## config.mk

```make
export PLATFORM = sky130hd
export DESIGN_NAME = vn_div_stage
export DESIGN_NICKNAME = d
export VERILOG_FILES = /design/src/rtl/vn_pkg.sv /design/src/rtl/vn_div_stage.sv
export SDC_FILE = /design/constraint.sdc
export NUM_CORES = 1
export LEC_CHECK = 0
export BUFFER_PORTS_ARGS = -buffer_cell sky130_fd_sc_hd__clkbuf_2
export CORE_MARGIN = 4
export CORE_UTILIZATION = 40
export DETAILED_ROUTE_END_ITERATION = 16
export GPL_TIMING_DRIVEN = 0
export PLACE_DENSITY = 0.67
export SYNTH_ARGS = -nofsm -noshare
export SYNTH_HDL_FRONTEND = slang
export SYNTH_SLANG_ARGS = --single-unit
```

## constraint.sdc

```tcl
create_clock -name clk -period 5.2 [get_ports clk]
set_input_delay 0.26 -clock clk [delete_from_list [all_inputs] [get_ports clk]]
set_output_delay 0.26 -clock clk [all_outputs]
set_load 0.02 [all_outputs]
```

## src/rtl/vn_pkg.sv

```systemverilog
`default_nettype none
// ----------------------------------------------------------------------------
// vn_pkg
// Shared widths, reset values and types for the vector normalization pipeline.
// ----------------------------------------------------------------------------
package vn_pkg;

  localparam int VEC_W       = 32;           // Q16.16 component
  localparam int MAG_W       = VEC_W;        // magnitude of a component
  localparam int SQ_W        = 2 * MAG_W;    // square, and the sum of squares
  localparam int ROOT_W      = SQ_W / 2;     // length
  localparam int REM_W       = ROOT_W + 2;   // square root remainder
  localparam int UNIT_W      = 16;           // Q1.15 result
  localparam int FRAC_SH     = UNIT_W - 1;   // numerator shift
  localparam int NUM_W       = MAG_W + FRAC_SH; // numerator and division remainder
  localparam int QUO_W       = UNIT_W;       // quotient bits, top one flags saturation
  localparam int MIN_W       = 16;
  localparam int LANES       = 3;

  localparam logic [MIN_W-1:0]  MIN_MAG_RESET = MIN_W'(1);
  localparam logic [UNIT_W-1:0] UNIT_MAX      = UNIT_W'(32767);

  // what travels beside the square root
  typedef struct packed {
    logic [LANES-1:0][MAG_W-1:0] mag;
    logic [LANES-1:0]            neg;
  } sqrt_side_t;

  // what travels beside the divider
  typedef struct packed {
    logic [LANES-1:0] neg;
    logic             too_small;
  } div_side_t;

endpackage
`default_nettype wire

```

## src/rtl/vn_div_stage.sv

```systemverilog
`default_nettype none
// ----------------------------------------------------------------------------
// vn_div_stage
// One registered restoring division step for all three lanes at quotient bit K.
// ----------------------------------------------------------------------------
module vn_div_stage
  import vn_pkg::*;
#(
  parameter int K = 0
)
(
  input  wire logic                         clk,
  input  wire logic                         rst,
  input  wire logic                         in_valid,
  input  wire logic [ROOT_W-1:0]            in_len,
  input  wire logic [LANES-1:0][NUM_W-1:0]  in_rem,
  input  wire logic [LANES-1:0][QUO_W-1:0]  in_quo,
  input  wire div_side_t                    in_side,
  output logic                              out_valid,
  output logic [ROOT_W-1:0]                 out_len,
  output logic [LANES-1:0][NUM_W-1:0]       out_rem,
  output logic [LANES-1:0][QUO_W-1:0]       out_quo,
  output div_side_t                         out_side
);

  logic [NUM_W-1:0]            dsh;
  logic [LANES-1:0][NUM_W-1:0] rem_next;
  logic [LANES-1:0][QUO_W-1:0] quo_next;

  always_comb begin
    dsh = NUM_W'(in_len) << K;
    for (int i = 0; i < LANES; i++) begin
      rem_next[i] = in_rem[i];
      quo_next[i] = in_quo[i];
      if (in_rem[i] >= dsh) begin
        rem_next[i]    = in_rem[i] - dsh;
        quo_next[i][K] = 1'b1;
      end
    end
  end

  always_ff @(posedge clk) begin
    if (rst) begin
      out_valid <= 1'b0;
    end else begin
      out_valid <= in_valid;
    end
    out_len  <= in_len;
    out_rem  <= rem_next;
    out_quo  <= quo_next;
    out_side <= in_side;
  end

endmodule
`default_nettype wire
```

==> run summary <==
TritonCTS built the clock tree. After the first detailed-routing iteration, the DRC count stood at 748. The via count is 13.5k, and the number of resized instances in the post-cts repair step is 0. The largest single stage delay on the critical path is 1.00 ns. The count of buffers added on input and output ports is 450. The tools report the count of warnings emitted by yosys as 0. In this run the core area contains 63 standard-cell rows. Setup slack closes at 0.966 ns. Setup violations remaining at the end of the flow were counted as 0. Fmax: 236 MHz.

Proportion of power drawn by flip-flops and latches: 37.3%. The detailed placer's ending HPWL came out at 37700 µm. The unique cell type count in the Yosys netlist is 71, and the design internal power is 3.60 mW. sky130_fd_sc_hd__dfxtp_1 is the most common cell in the netlist.

For the number of hold buffers added after CTS, the log shows 197. The maximum clock path buffer count was 3; the detailed-route vias per instance was 5.30. The ratio of final minimum period to clock period came out at 81.4%. The number of nets in the synthesized netlist is 1790. At the end of the flow, the number of nets in the layout was 2464. Routability-driven placement finished with a final weighted congestion of 0.945.

The critical path is of the primary input to flip-flop type. The slowest library cell on the worst path was sky130_fd_sc_hd__a2111oi_0. The logs give 1463 for the synthesized instance count and 31.6% for the part of the power in combinational logic.

The number of nets with antenna violations after detailed routing was 0. After detailed routing, the wire length on met1 is 18900 µm. The count of endpoints failing hold in the final timing report is 0, and the area share of the largest cell type after synthesis is 36.8%. The tools report the maximum number of pins on one net before global-route repair as 14.

The logs give 31.1% for the portion of total power attributed to the clock network and 226 for the sink count of the clock tree. After synthesis the cells add up to 12300 µm². The tools report the floorplan core area as 30000 µm².

During I/O placement, the number of pins put on the boundary was 454. The critical path contains buffers and inverters numbering 6 combined. The data arrival at the endpoint of the critical path was 4.68 ns; the power density relative to cell area was 307 nW/µm². The count of flip-flops with a built-in enable after synthesis works out to 0. Wire segments on met3 add up to 3560 µm in the final route. In this run, synthesis produced a sequential element count of 226. For the wire length on met2, the log shows 24100 µm. Yosys attributes the largest share of cell area to sky130_fd_sc_hd__dfxtp_1 37%, sky130_fd_sc_hd__ha_1 9.8%, sky130_fd_sc_hd__a21oi_1 5.1%, sky130_fd_sc_hd__o21ai_0 4.9%, sky130_fd_sc_hd__nand2_1 4.9%. For the count of H-tree levels built during CTS, the log shows 1. The final layout contains routed wiring with a total length of 48700 µm. Traced cell by cell, the critical path runs through dlygate4sd3_1, clkbuf_2, inv_1, ha_1, clkbuf_1, nand3_1, a211oi_1, o21ai_1, a2111oi_0, o21a_1, nor3_1, clkbuf_1, buf_1, nor3_1, xor2_1. Setup repair after global routing left no endpoint under its margin. Once the floorplan was initialized, standard cells occupied 41.0% of the core. Of all nets on the critical path, the largest fanout is 10. The sequential fraction of the synthesis area was 36.8%; the number of pins exceeding their max-slew limit in the final report was 0. Data on the critical path is required at its endpoint by 5.64 ns. OpenSTA, run right after detailed placement, puts the worst setup slack at 1.03 ns.

The sum of negative setup slack is 0 ns. The run gives 0 as the number of setup buffers added after CTS. The flow ran to the end, and the final reports show no timing, DRC or antenna violations. Clock-pin slew was measured on the worst setup and hold paths at 0.06 ns.

The first global-routing pass estimated 73100 µm of wire. The net switching power figure was 1.85 mW; the overall overflow remaining after global route was 0. Die span in x: 183 µm. Sorting the synthesized cells by how often they occur yields 226 x sky130_fd_sc_hd__dfxtp_1, 161 x sky130_fd_sc_hd__nand2_1, 126 x sky130_fd_sc_hd__a21oi_1, 121 x sky130_fd_sc_hd__o21ai_0, 96 x sky130_fd_sc_hd__ha_1.

The die is 183 µm tall. Cells with a size suffix above 1 make up 24.3% of the layout. The detailed router used layers up to and including met4. The clock period could shrink to 4.23 ns. The die footprint came out at 33600 µm².

For the maximum vdd ir drop, the log shows 0.297 mV. The tools report the startpoint class of the critical path as a primary input. Via count of the first global-routing pass: 13.5k. The tools report the aggregate global-route resource usage as 27.3%.

The worst setup path is captured at a flip-flop. The largest area contributor in the netlist is sky130_fd_sc_hd__dfxtp_1. For the pin with the worst max-slew slack, the measured transition is 1.22 ns.

Counting flops with an async set or reset pin after synthesis yields a share of 0%. Dividing the synthesized area by the synthesized cell count gives 8.39 µm². The first detailed-routing pass took 5 iterations. In the routed design, unresolved DRC markers number 0. Measured against its own limit, the worst slew margin works out to 16.9%.

The logs give 8.29 nW for the leakage power and 25 for the total CTS buffers. The relative area change from synthesis to final layout was 44.7%. The most instantiated flip-flop cell in the synthesis netlist was sky130_fd_sc_hd__dfxtp_1. The average wire per cell in the routed design was 19.1 µm.

The switching share of power was 34.0%. Broken down by cell family, the worst path's largest delay share belongs to buffers and inverters. For the count of max-cap constraint violations, the log shows 0.

The buffer cell driving the clock tree root was sky130_fd_sc_hd__clkbuf_16. The run gives 3 as the number of antenna violations at the first check in global routing. The tightest min-delay check is of the primary input to flip-flop type.
==> flip-flops by register name (all words and copies together), names as in the netlist <==
| signal | cells |
|---|---|
| out_len | 32 |
| out_side | 4 |
| out_valid | 1 |
| out_quo | 48 |
| out_rem | 141 |
==> worst min-delay path: stages <==
cell and delay [ns]:
sky130_fd_sc_hd__clkbuf_2 0.09, sky130_fd_sc_hd__nor2_1 0.09, sky130_fd_sc_hd__a21oi_1 0.05
==> through the flow <==
step / cell area [µm²] / util, % / total power [mW] / cells / hold slack [ns]
4_1_cts: 17800 / 59.3 / 5.47 / 2541 / 0.000797
5_1_grt: 17800 / 59.3 / 5.70 / 2544 / 0.0175
3_5_place_dp: 15000 / 50.1 / 3.65 / 2303 / 0.364
2_1_floorplan: 12300 / - / 3.06 / 1463 / 0.288
6_report: 17800 / 59.3 / 5.45 / 2544 / 0.0245
3_3_place_gp: 15000 / 50.1 / 3.64 / 2303 / 0.364
==> layer usage <==
metal | up-vias | GRT usage, %
li1 | 6568 | -
met1 | 6203 | 32.2
met2 | 599 | 49.3
met3 | 114 | 4.62
met4 | 0 | 10.7
met5 | - | 0
==> cells in the final DEF (no fill, tap or decap), types with 12 or more instances in the layout <==
| cell type | instances |
|---|---|
| sky130_fd_sc_hd__nand2b_1 | 14 |
| sky130_fd_sc_hd__dfxtp_1 | 226 |
| sky130_fd_sc_hd__a21o_1 | 51 |
| sky130_fd_sc_hd__clkbuf_1 | 62 |
| sky130_fd_sc_hd__xor2_1 | 68 |
| sky130_fd_sc_hd__a211oi_1 | 18 |
| sky130_fd_sc_hd__nor2_1 | 94 |
| sky130_fd_sc_hd__inv_1 | 63 |
| sky130_fd_sc_hd__nand4_1 | 36 |
| sky130_fd_sc_hd__a21oi_1 | 126 |
| sky130_fd_sc_hd__o21bai_1 | 15 |
| sky130_fd_sc_hd__xnor2_1 | 61 |
| sky130_fd_sc_hd__nand2_1 | 161 |
| sky130_fd_sc_hd__clkbuf_2 | 450 |
| sky130_fd_sc_hd__ha_1 | 96 |
| sky130_fd_sc_hd__o21ai_0 | 121 |
| sky130_fd_sc_hd__or3_1 | 12 |
| sky130_fd_sc_hd__nor4_1 | 21 |
| sky130_fd_sc_hd__a31oi_1 | 14 |
| sky130_fd_sc_hd__nor3_1 | 36 |
| sky130_fd_sc_hd__clkbuf_16 | 25 |
| sky130_fd_sc_hd__nand3_1 | 24 |
| sky130_fd_sc_hd__dlygate4sd3_1 | 197 |
==> power by group through the flow <==
stage / clock (mW) / combinational [mW] / sequential, mW
CTS: 1.73 / 1.71 / 2.03
global placement: 0 / 1.58 / 2.06
finish: 1.69 / 1.72 / 2.03
detailed placement: 0 / 1.58 / 2.07
floorplan: 0 / 0.700 / 2.36
global route: 1.79 / 1.86 / 2.05
==> final timing paths <==
path / startpoint / to / slack (ns) / cells after the start
worst max-delay path: in_len[7] / out_rem[92] / 0.97 / 15
worst min-delay path: in_rem[29] / out_rem[29] / 0.02 / 3
==> final cells by class <==
class / count / area, µm²
Fill cell: 2678 / 12200
Multi-Input combinational cell: 1103 / 7240
Sequential cell: 226 / 4520
Timing Repair Buffer: 647 / 4220
Clock buffer: 30 / 674
Tap cell: 390 / 488
Buffer: 71 / 275
Inverter: 63 / 236
Clock inverter: 11 / 100
Antenna cell: 3 / 7.51
==> logic make-up after synthesis <==
logic type	share of synthesized area [%]
flops	36.8
simple gates	17.3
compound gates	21.6
buf+inv	4.17
xor+xnor	9.20
mux	0.632
fa+ha+maj	10.3
Power figures use the tool's default switching activity.
