$ cat src/rtl/vn_pkg.sv
`default_nettype none
// ----------------------------------------------------------------------------
// vn_pkg
// Shared widths, reset values and types for the vector normalization pipeline.
// ----------------------------------------------------------------------------
package vn_pkg;

  localparam int VEC_W       = 32;           // Q16.16 component
  localparam int MAG_W       = VEC_W;        // magnitude of a component
  localparam int SQ_W        = 2 * MAG_W;    // square, and the sum of squares
  localparam int ROOT_W      = SQ_W / 2;     // length
  localparam int REM_W       = ROOT_W + 2;   // square root remainder
  localparam int UNIT_W      = 16;           // Q1.15 result
  localparam int FRAC_SH     = UNIT_W - 1;   // numerator shift
  localparam int NUM_W       = MAG_W + FRAC_SH; // numerator and division remainder
  localparam int QUO_W       = UNIT_W;       // quotient bits, top one flags saturation
  localparam int MIN_W       = 16;
  localparam int LANES       = 3;

  localparam logic [MIN_W-1:0]  MIN_MAG_RESET = MIN_W'(1);
  localparam logic [UNIT_W-1:0] UNIT_MAX      = UNIT_W'(32767);

  // what travels beside the square root
  typedef struct packed {
    logic [LANES-1:0][MAG_W-1:0] mag;
    logic [LANES-1:0]            neg;
  } sqrt_side_t;

  // what travels beside the divider
  typedef struct packed {
    logic [LANES-1:0] neg;
    logic             too_small;
  } div_side_t;

endpackage
`default_nettype wire

$ cat src/rtl/vn_sqrt_stage.sv
`default_nettype none
// ----------------------------------------------------------------------------
// vn_sqrt_stage
// One registered step of the digit-by-digit square root: one root bit a stage.
// ----------------------------------------------------------------------------
module vn_sqrt_stage
  import vn_pkg::*;
(
  input  wire logic              clk,
  input  wire logic              rst,
  input  wire logic              in_valid,
  input  wire logic [SQ_W-1:0]   in_op,
  input  wire logic [REM_W-1:0]  in_rem,
  input  wire logic [ROOT_W-1:0] in_root,
  input  wire sqrt_side_t        in_side,
  output logic                   out_valid,
  output logic [SQ_W-1:0]        out_op,
  output logic [REM_W-1:0]       out_rem,
  output logic [ROOT_W-1:0]      out_root,
  output sqrt_side_t             out_side
);

  logic [REM_W-1:0] rem_sh;
  logic [REM_W-1:0] trial;
  logic             fits;

  always_comb begin
    rem_sh = {in_rem[REM_W-3:0], in_op[SQ_W-1:SQ_W-2]};
    trial  = {in_root, 2'b01};
    fits   = rem_sh >= trial;
  end

  always_ff @(posedge clk) begin
    if (rst) begin
      out_valid <= 1'b0;
    end else begin
      out_valid <= in_valid;
    end
    out_op   <= {in_op[SQ_W-3:0], 2'b00};
    out_rem  <= fits ? rem_sh - trial : rem_sh;
    out_root <= {in_root[ROOT_W-2:0], fits};
    out_side <= in_side;
  end

endmodule
`default_nettype wire

$ cat config.mk
export PLATFORM = sky130hd
export DESIGN_NAME = vn_sqrt_stage
export DESIGN_NICKNAME = d
export VERILOG_FILES = /design/src/rtl/vn_pkg.sv /design/src/rtl/vn_sqrt_stage.sv
export SDC_FILE = /design/constraint.sdc
export NUM_CORES = 1
export LEC_CHECK = 0
export BUFFER_PORTS_ARGS = -buffer_cell sky130_fd_sc_hd__buf_4
export CAP_MARGIN = 20
export CORE_AREA = 8 8 174 176
export DETAILED_ROUTE_END_ITERATION = 8
export DIE_AREA = 0 0 182 184
export PLACE_DENSITY = 0.67
export SETUP_SLACK_MARGIN = 0.2
export SYNTH_ARGS = -nofsm -noshare
export SYNTH_HDL_FRONTEND = slang
export SYNTH_SLANG_ARGS = --single-unit
export TNS_END_PERCENT = 100
$ cat constraint.sdc
create_clock -name clk -period 2.4 [get_ports clk]
set_clock_uncertainty 0.05 [all_clocks]
set_input_delay 0.48 -clock clk [delete_from_list [all_inputs] [get_ports clk]]
set_output_delay 0.48 -clock clk [all_outputs]
set_load 0.03 [all_outputs]
==> summary.md, run 1 <==
| Metric | Value |
|---|---|
| Total CTS buffers | 26 |
| CTS Buffer Depth | 3 |
| Total wire length | 36.5 mm |
| Pwr dens | 739 nW/um^2 |
| Pre-CTS WS | -0.422 ns |
| Critical path type | primary input to flop |
| Finished Core Util | 0.551 |
| Fin crit share | 0.929 |
| Leak | 7.26 nW |
| Final Setup Violations | 0 |
| Layout cells sized above 1 | 0.507 |
| Area leader, netlist | dfxtp_1 |
| Post-synth top cells | 228 x dfxtp_1, 53 x nand2_1, 49 x inv_1 |
| Top_reg_cell synth | dfxtp_1 |
| RSZ-0062 raised after global routing | yes |
| Nets | 1662 |
| First-pass GRT wire length | 51.0 mm |
| Core Region | 27500 um^2 |
| Fraction of registers with async set/reset | 0 |
| Port Buffers | 457 |
| HPWL after DPL | 26.5 mm |
| Hold Path Origin | in_root[8] |
| Vias post-DR | 7675 |
| Fmax | 0.449 GHz |
| CTS Sinks | 228 |
| DR iter-0 viols | 223 |
| Crit path launch | in_root[9] |
| Worst EP required | 2.76 ns |
| Data arrival, critical path | 2.59 ns |
| CTS tree | yes |
| Hold Path Depth | 1 |
| Area share of the largest cell type after synthesis | 0.650 |
| Pre-antenna DRT Iters | 4 |
| Top-count cell post-synth | dfxtp_1 |
| Total Power | 0.0112 W |
| Yosys reg bits | 228 |
| Synth Cell Area | 7020 um^2 |
| Worst path slowest cell | a221oi_4 |
| Post-placement cell area | 11900 um^2 |
| Post-route cell area | 15100 um^2 |
| Mapped Avg Cell Area | 11.4 um^2 |
| Post-synth EDFFs | 0 |
| CP bufs+invs | 5 |
| Vias in the first global route | 8195 |
| Slew margin rel. | 0.663 |
| Worst-path clk slew | 0.06 ns |
| Crit path cell chain | buf_12 > inv_12 > ha_4 > a211o_1 > a21oi_2 > o211ai_1 > a221oi_4 > nor2_2 > a21boi_4 > buf_12 > buf_12 > clkbuf_16 > o21ai_2 |
| Distinct cells, synth | 60 |
| Die X | 182 um |
| Largest net degree at the start of global routing | 23 |
| Largest stage delay, worst path | 0.35 ns |
| Slew Limit Fails | 0 |
| Die area | 33500 um^2 |
| Antenna violations before repair | 4 |
| Initial Util | 0.256 |
| Drt wl/cell | 20.7 um |
| CP most frequent cell | buf_12 |
| Routability cong. | 0.936 |
| Final ANT Viol Nets | 0 |
| Status | completed |
| GRT Util Overall | 0.199 |
| Worst-Margin Slew | 0.504 ns |
| CTS Root Cell | clkbuf_16 |
| Die Y | 184 um |
| Global route overflow | 0 |
| Synth warn | 0 |
| Post-synthesis sequential area ratio | 0.650 |
| CP Capture Type | flop |
| DRC | 0 |
| Row count | 61 |
| Vias/cell | 4.36 |
| Max FO, Critical Path | 6 |
| H-tree depth | 1 |
| Worst Hold End | out_root[9] |
| Mapped Cells | 615 |
| Peak supply drop | 438 uV |
| Top area cells in the synthesized netlist | dfxtp_1 65%, ha_1 6.1%, nand2_1 2.8%, inv_1 2.6%, a21oi_1 2.6% |
| Final worst slack | 0.171 ns |
| Worst hold path class | primary input to flop |
| Tmin final | 2.23 ns |
| I/O pins | 462 |
| Area grow syn2layout | 115% |
| Final hold violation count | 0 |
| Crit path launch type | primary input |
| Hold slack | 0.0279 ns |
| MaxCap Viol Count | 0 |
| CP delay by family, top | compound AO/OA/AOI/OAI gates |
-- cells in the final DEF (no fill, tap or decap), drive strengths merged, types with 5 or more instances in the layout --
cell type,synthesis,routed
buf,8,587
dfxtp,228,228
a211oi,6,6
dlygate4sd3,0,176
ha,34,34
a21oi,37,37
a21o,11,11
nand4,8,8
o21ai,48,48
nand3,11,11
o21a,5,5
clkbuf,7,41
nand2,53,53
o211ai,5,5
nor2,21,21
xnor2,14,14
o21bai,6,6
nor4,5,5
clkinv,0,6
inv,49,50
xor2,13,13
-- kinds of logic (layout without fill, tap and decap cells) --
kind of cell,after synthesis,after routing,synth area share
buf+inv,64,863,0.0403
fa+ha+maj,34,34,0.0606
xor+xnor,27,27,0.0337
simple gates,117,117,0.0802
compound gates,144,144,0.135
other cells,1,3,0.000534
flops,228,228,0.650
-- where the power goes --
part	switching [W]	total [W]	internal (W)	leakage (nW)
logic	0.00154	0.00298	0.00144	4.90
clock network	0.00158	0.00403	0.00246	0.437
registers	0.0000918	0.00416	0.00407	1.92
total	0.00321	0.0112	0.00797	7.26
-- sequential cells by signal (all words and copies together) (netlist names) --
| name | flops |
|---|---|
| out_rem | 34 |
| out_valid | 1 |
| out_root | 32 |
| out_side | 99 |
| out_op | 62 |
-- stage by stage --
stage / TNS (ns) / cells
floorplan: -0.0919 / 616
global placement: -11.66 / 1521
detailed placement: -12.18 / 1521
CTS: 0 / 1742
global route: 0 / 1761
finish: 0 / 1762
-- final cells by class --
cell class	count	area, um^2
Fill cell	2253	12300
Timing Repair Buffer	767	6380
Sequential cell	228	4560
Multi-Input combinational cell	324	2650
Clock buffer	37	773
Tap cell	346	433
Inverter	49	216
Clock inverter	10	114
Antenna cell	1	2.50
-- repair_timing --
| item | 4_1_cts | 5_1_grt |
|---|---|---|
| buffers inserted | 4 | 8 |
| setup endpoints to repair | 19 | 34 |
| hold buffers | 170 | 6 |
| pin swaps | 5 | 32 |
| gates cloned | 0 | 5 |
| endpoints found under the hold margin | 170 | 6 |
| resized for setup | 3 | 73 |
-- per-layer routing --
metal | part of all wire | track usage | up-vias
li1 | - | - | 3653
met5 | 0.0014 | 0 | -
met4 | 0.051 | 0.0977 | 8
met1 | 0.37 | 0.212 | 3586
met2 | 0.51 | 0.354 | 328
met3 | 0.071 | 0.0613 | 100
-- worst max path at each step --
stage             endpoint  slack (ns)  cells after the start
6_report       out_rem[13]        0.17                     13
5_1_grt        out_rem[12]        0.10                     13
4_1_cts         out_rem[2]        0.16                     13
3_5_place_dp    out_rem[2]       -0.42                     13
3_3_place_gp    out_rem[7]       -0.39                     13
2_1_floorplan  out_rem[33]       -0.06                     10
No activity file was read; power rests on OpenSTA's default activity.
==> run 2: changes to the inputs <==
- CORE_AREA: 8 8 174 176 -> 2 2 178 180
- CTS_CLUSTER_SIZE: unset -> 40
- DIE_AREA: 0 0 182 184 -> 0 0 180 182
- PLACE_DENSITY: 0.67 -> 0.62
- clock period: 2.4 -> 1.8 ns (I/O delays scaled with it)
==> summary.md, run 2 (synthesis gave the netlist of run 1 again) <==
| Metric | Value |
|---|---|
| Status | finished, violations left |
| Core Region | 31000 um^2 |
| Worst-path clk slew | 0.06 ns |
| Worst hold path class | primary input to flop |
| H-tree depth | 1 |
| RSZ-0062 raised after global routing | yes |
| Total wire length | 35.2 mm |
| Slew Limit Fails | 0 |
| Routability cong. | 0.887 |
| Final ANT Viol Nets | 0 |
| Final worst slack | -0.239 ns |
| Max FO, Critical Path | 7 |
| Drt wl/cell | 18.8 um |
| DRC | 0 |
| Fmax | 0.490 GHz |
| Initial Util | 0.227 |
| DR iter-0 viols | 221 |
| Worst path slowest cell | a221oi_2 |
| DR WL met3 | 2.85 mm |
| CTS tree | yes |
| Total CTS buffers | 26 |
| CP Capture Type | flop |
| Finished Core Util | 0.510 |
| Routed length on met2 | 17.4 mm |
| Area of the multi-input gates | 2760 um^2 |
| Critical path type | primary input to flop |
| Final hold violation count | 0 |
| Fin crit share | 1.13 |
| Commonest non-fill, non-tap cell in the layout | buf_4 |
| Hold Path Origin | in_rem[25] |
| Area grow syn2layout | 125% |
| Vias/cell | 4.22 |
| Data arrival, critical path | 2.40 ns |
| Max reg flops | 99 |
| Nets | 1713 |
| Routed metal-1 wire length | 13.3 mm |
| Pre-CTS WS | -0.912 ns |
| Leak | 7.47 nW |
| Crit path cell chain | buf_12 > inv_12 > ha_4 > a211o_1 > a21oi_2 > o211ai_1 > a221oi_2 > nor2_2 > a21boi_4 > buf_12 > clkbuf_16 > o21ai_1 |
| I/O pins | 462 |
| Worst EP required | 2.17 ns |
| Worst Hold End | out_rem[27] |
| Pre-antenna DRT Iters | 4 |
| CTS Sinks | 228 |
| TNS Setup | -7.12 ns |
| Die X | 180 um |
| Largest regs | out_side (99), out_op (62), out_rem (34) |
| CP bufs+invs | 4 |
| Port Buffers | 457 |
| MaxCap Viol Count | 0 |
| Hold Path Depth | 3 |
| Die Y | 182 um |
| Post-route cell area | 15800 um^2 |
| Layout cells sized above 1 | 0.521 |
| First-pass GRT wire length | 51.0 mm |
| Vias in the first global route | 8413 |
| CTS Root Cell | clkbuf_16 |
| Most flops, register | out_side |
| Tmin final | 2.04 ns |
| CP delay by family, top | compound AO/OA/AOI/OAI gates |
| Largest net degree at the start of global routing | 14 |
| Antenna violations before repair | 7 |
| Final Setup Violations | 35 |
| GRT Util Overall | 0.203 |
| CP most frequent cell | buf_12 |
| Row count | 65 |
| Crit path launch type | primary input |
| Largest stage delay, worst path | 0.36 ns |
| Peak supply drop | 610 uV |
| Global route overflow | 0 |
| HPWL after DPL | 24.9 mm |
| Pwr dens | 946 nW/um^2 |
| Die area | 32800 um^2 |
| Seq. cell area | 4560 um^2 |
| Max layer used | met5 |
| Fillers | 2670 |
| Vias post-DR | 7899 |
| CTS Buffer Depth | 3 |
| Most frequent cells in the layout | 571 x buf_4, 228 x dfxtp_1, 214 x dlygate4sd3_1 |
| Failing checks | setup timing |
| Post-placement cell area | 12000 um^2 |
run 2: changes by cell type in the layout (fill, tap and decap cells not counted), moves of 4 or more:
cell | previous run | this run
dlygate4sd3_1 | 176 | 214
buf_6 | 6 | 24
nand2_2 | 12 | 23
a21oi_1 | 35 | 25
a21oi_2 | 2 | 12
nand2_1 | 35 | 28
inv_1 | 43 | 39
nand2_4 | 6 | 2
run 2: cell type report:
type	instances	area share
Timing Repair Buffer	818	0.436
Tap cell	402	0.0319
Inverter	49	0.0142
Multi-Input combinational cell	324	0.175
Sequential cell	228	0.289
Clock inverter	10	0.00555
Clock buffer	38	0.0486
Antenna cell	1	0.000158
run 2: worst max-delay path by stage:
stage           startpoint     endpoint  slack (ns)  depth (start not counted)
2_1_floorplan   in_root[6]  out_rem[33]       -0.54                         10
3_3_place_gp    in_rem[29]   out_rem[3]       -0.90                         10
3_5_place_dp    in_root[9]   out_rem[1]       -0.91                         13
4_1_cts         in_root[9]   out_rem[1]       -0.19                         13
5_1_grt        in_root[29]  out_rem[25]       -0.32                         12
6_report        in_root[9]  out_rem[18]       -0.24                         12
run 2: stage by stage:
step / instances / hold WS [ns] / power [W]
after floorplan: 616 / 0.338 / 0.00727
after global placement: 1580 / 0.415 / 0.00890
after detailed placement: 1580 / 0.415 / 0.00892
after CTS: 1856 / -0.108 / 0.0148
after global routing: 1869 / -0.000175 / 0.0155
final: 1870 / 0.0131 / 0.0149
run 2: repair_timing:
action,CTS,global route
buffers inserted,15,8
setup endpoints to repair,35,35
gates cloned,2,2
hold buffers,211,3
resized for setup,77,59
endpoints found under the hold margin,212,3
pin swaps,44,36
run 2: metal layers:
metal,GRT usage,up-vias
met2,0.360,316
met1,0.223,3722
met5,0,-
li1,-,3755
met3,0.0700,94
met4,0.0777,12
run 2: where the power goes:
part	total (W)	internal, W	switching, W
logic	0.00410	0.00202	0.00208
clock network	0.00528	0.00310	0.00217
registers	0.00555	0.00543	0.000124
total	0.0149	0.0106	0.00438
==> run 3: changes to the inputs <==
- PLACE_DENSITY: 0.62 -> unset
==> summary.md, run 3 (synthesis gave the netlist of run 1 again) <==
| Metric | Value |
|---|---|
| Status | finished, violations left |
| Non-Filler Instances | 1862 |
| Drt wl/cell | 18.7 um |
| Final Setup Violations | 35 |
| Pint | 0.0103 W |
| Post-route cell area | 15500 um^2 |
| CTS Root Cell | clkbuf_16 |
| Tmin final | 2.12 ns |
| MaxCap Viol Count | 0 |
| Total CTS buffers | 27 |
| Core Region | 31000 um^2 |
| Antenna violations before repair | 5 |
| Data arrival, critical path | 2.49 ns |
| Max reg flops | 99 |
| Sw frac | 0.291 |
| Fin crit share | 1.18 |
| Worst-path clk slew | 0.06 ns |
| Peak supply drop | 688 uV |
| First-pass GRT wire length | 50.0 mm |
| CTS Buffer Depth | 3 |
| Vias post-DR | 7755 |
| Largest net degree at the start of global routing | 16 |
| Total wire length | 34.7 mm |
| Largest regs | out_side (99), out_op (62), out_rem (34) |
| Final hold violation count | 1 |
| Critical path type | primary input to flop |
| Vias in the first global route | 8202 |
| RSZ-0062 raised after global routing | yes |
| Final worst slack | -0.323 ns |
| GRT Util Overall | 0.200 |
| H-tree depth | 1 |
| Hold slack | -0.0814 ns |
| I/O pins | 462 |
| Crit path launch type | primary input |
| Layout cells sized above 1 | 0.496 |
| Routability cong. | 0.841 |
| Vias/cell | 4.16 |
| Most flops, register | out_side |
| Max FO, Critical Path | 7 |
| DR iter-0 viols | 247 |
| Pre-CTS WS | -0.877 ns |
| Global route overflow | 0 |
| TNS Setup | -9.14 ns |
| DRC | 0 |
| HPWL after DPL | 25.3 mm |
| CP Capture Type | flop |
| Sw Pwr | 0.00425 W |
| Pwr dens | 940 nW/um^2 |
| Row count | 65 |
| Most frequent cells in the layout | 587 x buf_4, 228 x dfxtp_1, 204 x dlygate4sd3_1 |
| Post-placement cell area | 12100 um^2 |
| Final ANT Viol Nets | 0 |
| Sequential share of power | 0.380 |
| Failing checks | hold timing, setup timing |
| Area grow syn2layout | 121% |
| Commonest non-fill, non-tap cell in the layout | buf_4 |
| Port Buffers | 457 |
| Worst hold path class | primary input to flop |
| Worst EP required | 2.17 ns |
| Die area | 32800 um^2 |
| CTS tree | yes |
| Placed insts | 1590 |
| Pre-antenna DRT Iters | 4 |
| Die X | 180 um |
| Initial Util | 0.227 |
| Clock share of power | 0.345 |
| Nets | 1709 |
| CTS Sinks | 228 |
| Fmax | 0.471 GHz |
| Gate power share | 0.275 |
| Leak | 7.39 nW |
| Slew Limit Fails | 0 |
| Die Y | 182 um |
[run 3: power by group through the flow]
stage | clock [W] | combinational [W] | sequential [W]
floorplan | 0 | 0.000873 | 0.00640
global placement | 0 | 0.00331 | 0.00565
detailed placement | 0 | 0.00333 | 0.00565
CTS | 0.00518 | 0.00391 | 0.00555
global route | 0.00537 | 0.00423 | 0.00558
finish | 0.00503 | 0.00401 | 0.00555
[run 3: per-layer routing]
layer | GRT usage | share of wire | wire length (um)
met1 | 0.229 | 0.39 | 13700
met2 | 0.352 | 0.49 | 17000
met3 | 0.0600 | 0.074 | 2560
met4 | 0.0754 | 0.041 | 1430
met5 | 0 | 0.0017 | 59
[run 3: area by class of cell]
cell class,instances,area (um^2)
antenna,1,2.50
clock inverter,12,105
timing repair buffer,813,6810
tap,402,503
clock buffer,33,708
multi-input combinational,324,2600
sequential,228,4560
inverter,49,224
fill,2747,15500
[run 3: per-stage QoR]
step	util	total power, W
2_1_floorplan	-	0.00727
3_3_place_gp	0.391	0.00895
3_5_place_dp	0.391	0.00897
4_1_cts	0.496	0.0146
5_1_grt	0.501	0.0152
6_report	0.501	0.0146
[run 3: path summary, 6_finish.rpt]
| path | start | to | slack (ns) | cells after the start |
|---|---|---|---|---|
| hold / removal | in_root[9] | out_root[10] | -0.08 | 1 |
| setup / recovery | in_rem[1] | out_rem[9] | -0.32 | 12 |
[run 3: critical path: stages]
cell	delay, ns
buf_6	0.10
ha_4	0.25
o211ai_1	0.21
a21oi_1	0.11
a211o_2	0.34
a221oi_2	0.30
nor2_2	0.10
a21boi_4	0.26
buf_6	0.14
buf_12	0.12
nor3b_2	0.04
a21o_1	0.15
[run 3: repair_timing]
action | CTS | global route
gates cloned | 2 | 2
setup buffers | 13 | 5
pin swaps | 25 | 8
resized for setup | 54 | 20
setup endpoints to repair | 35 | 35
endpoints found under the hold margin | 203 | 2
hold buffers | 203 | 1
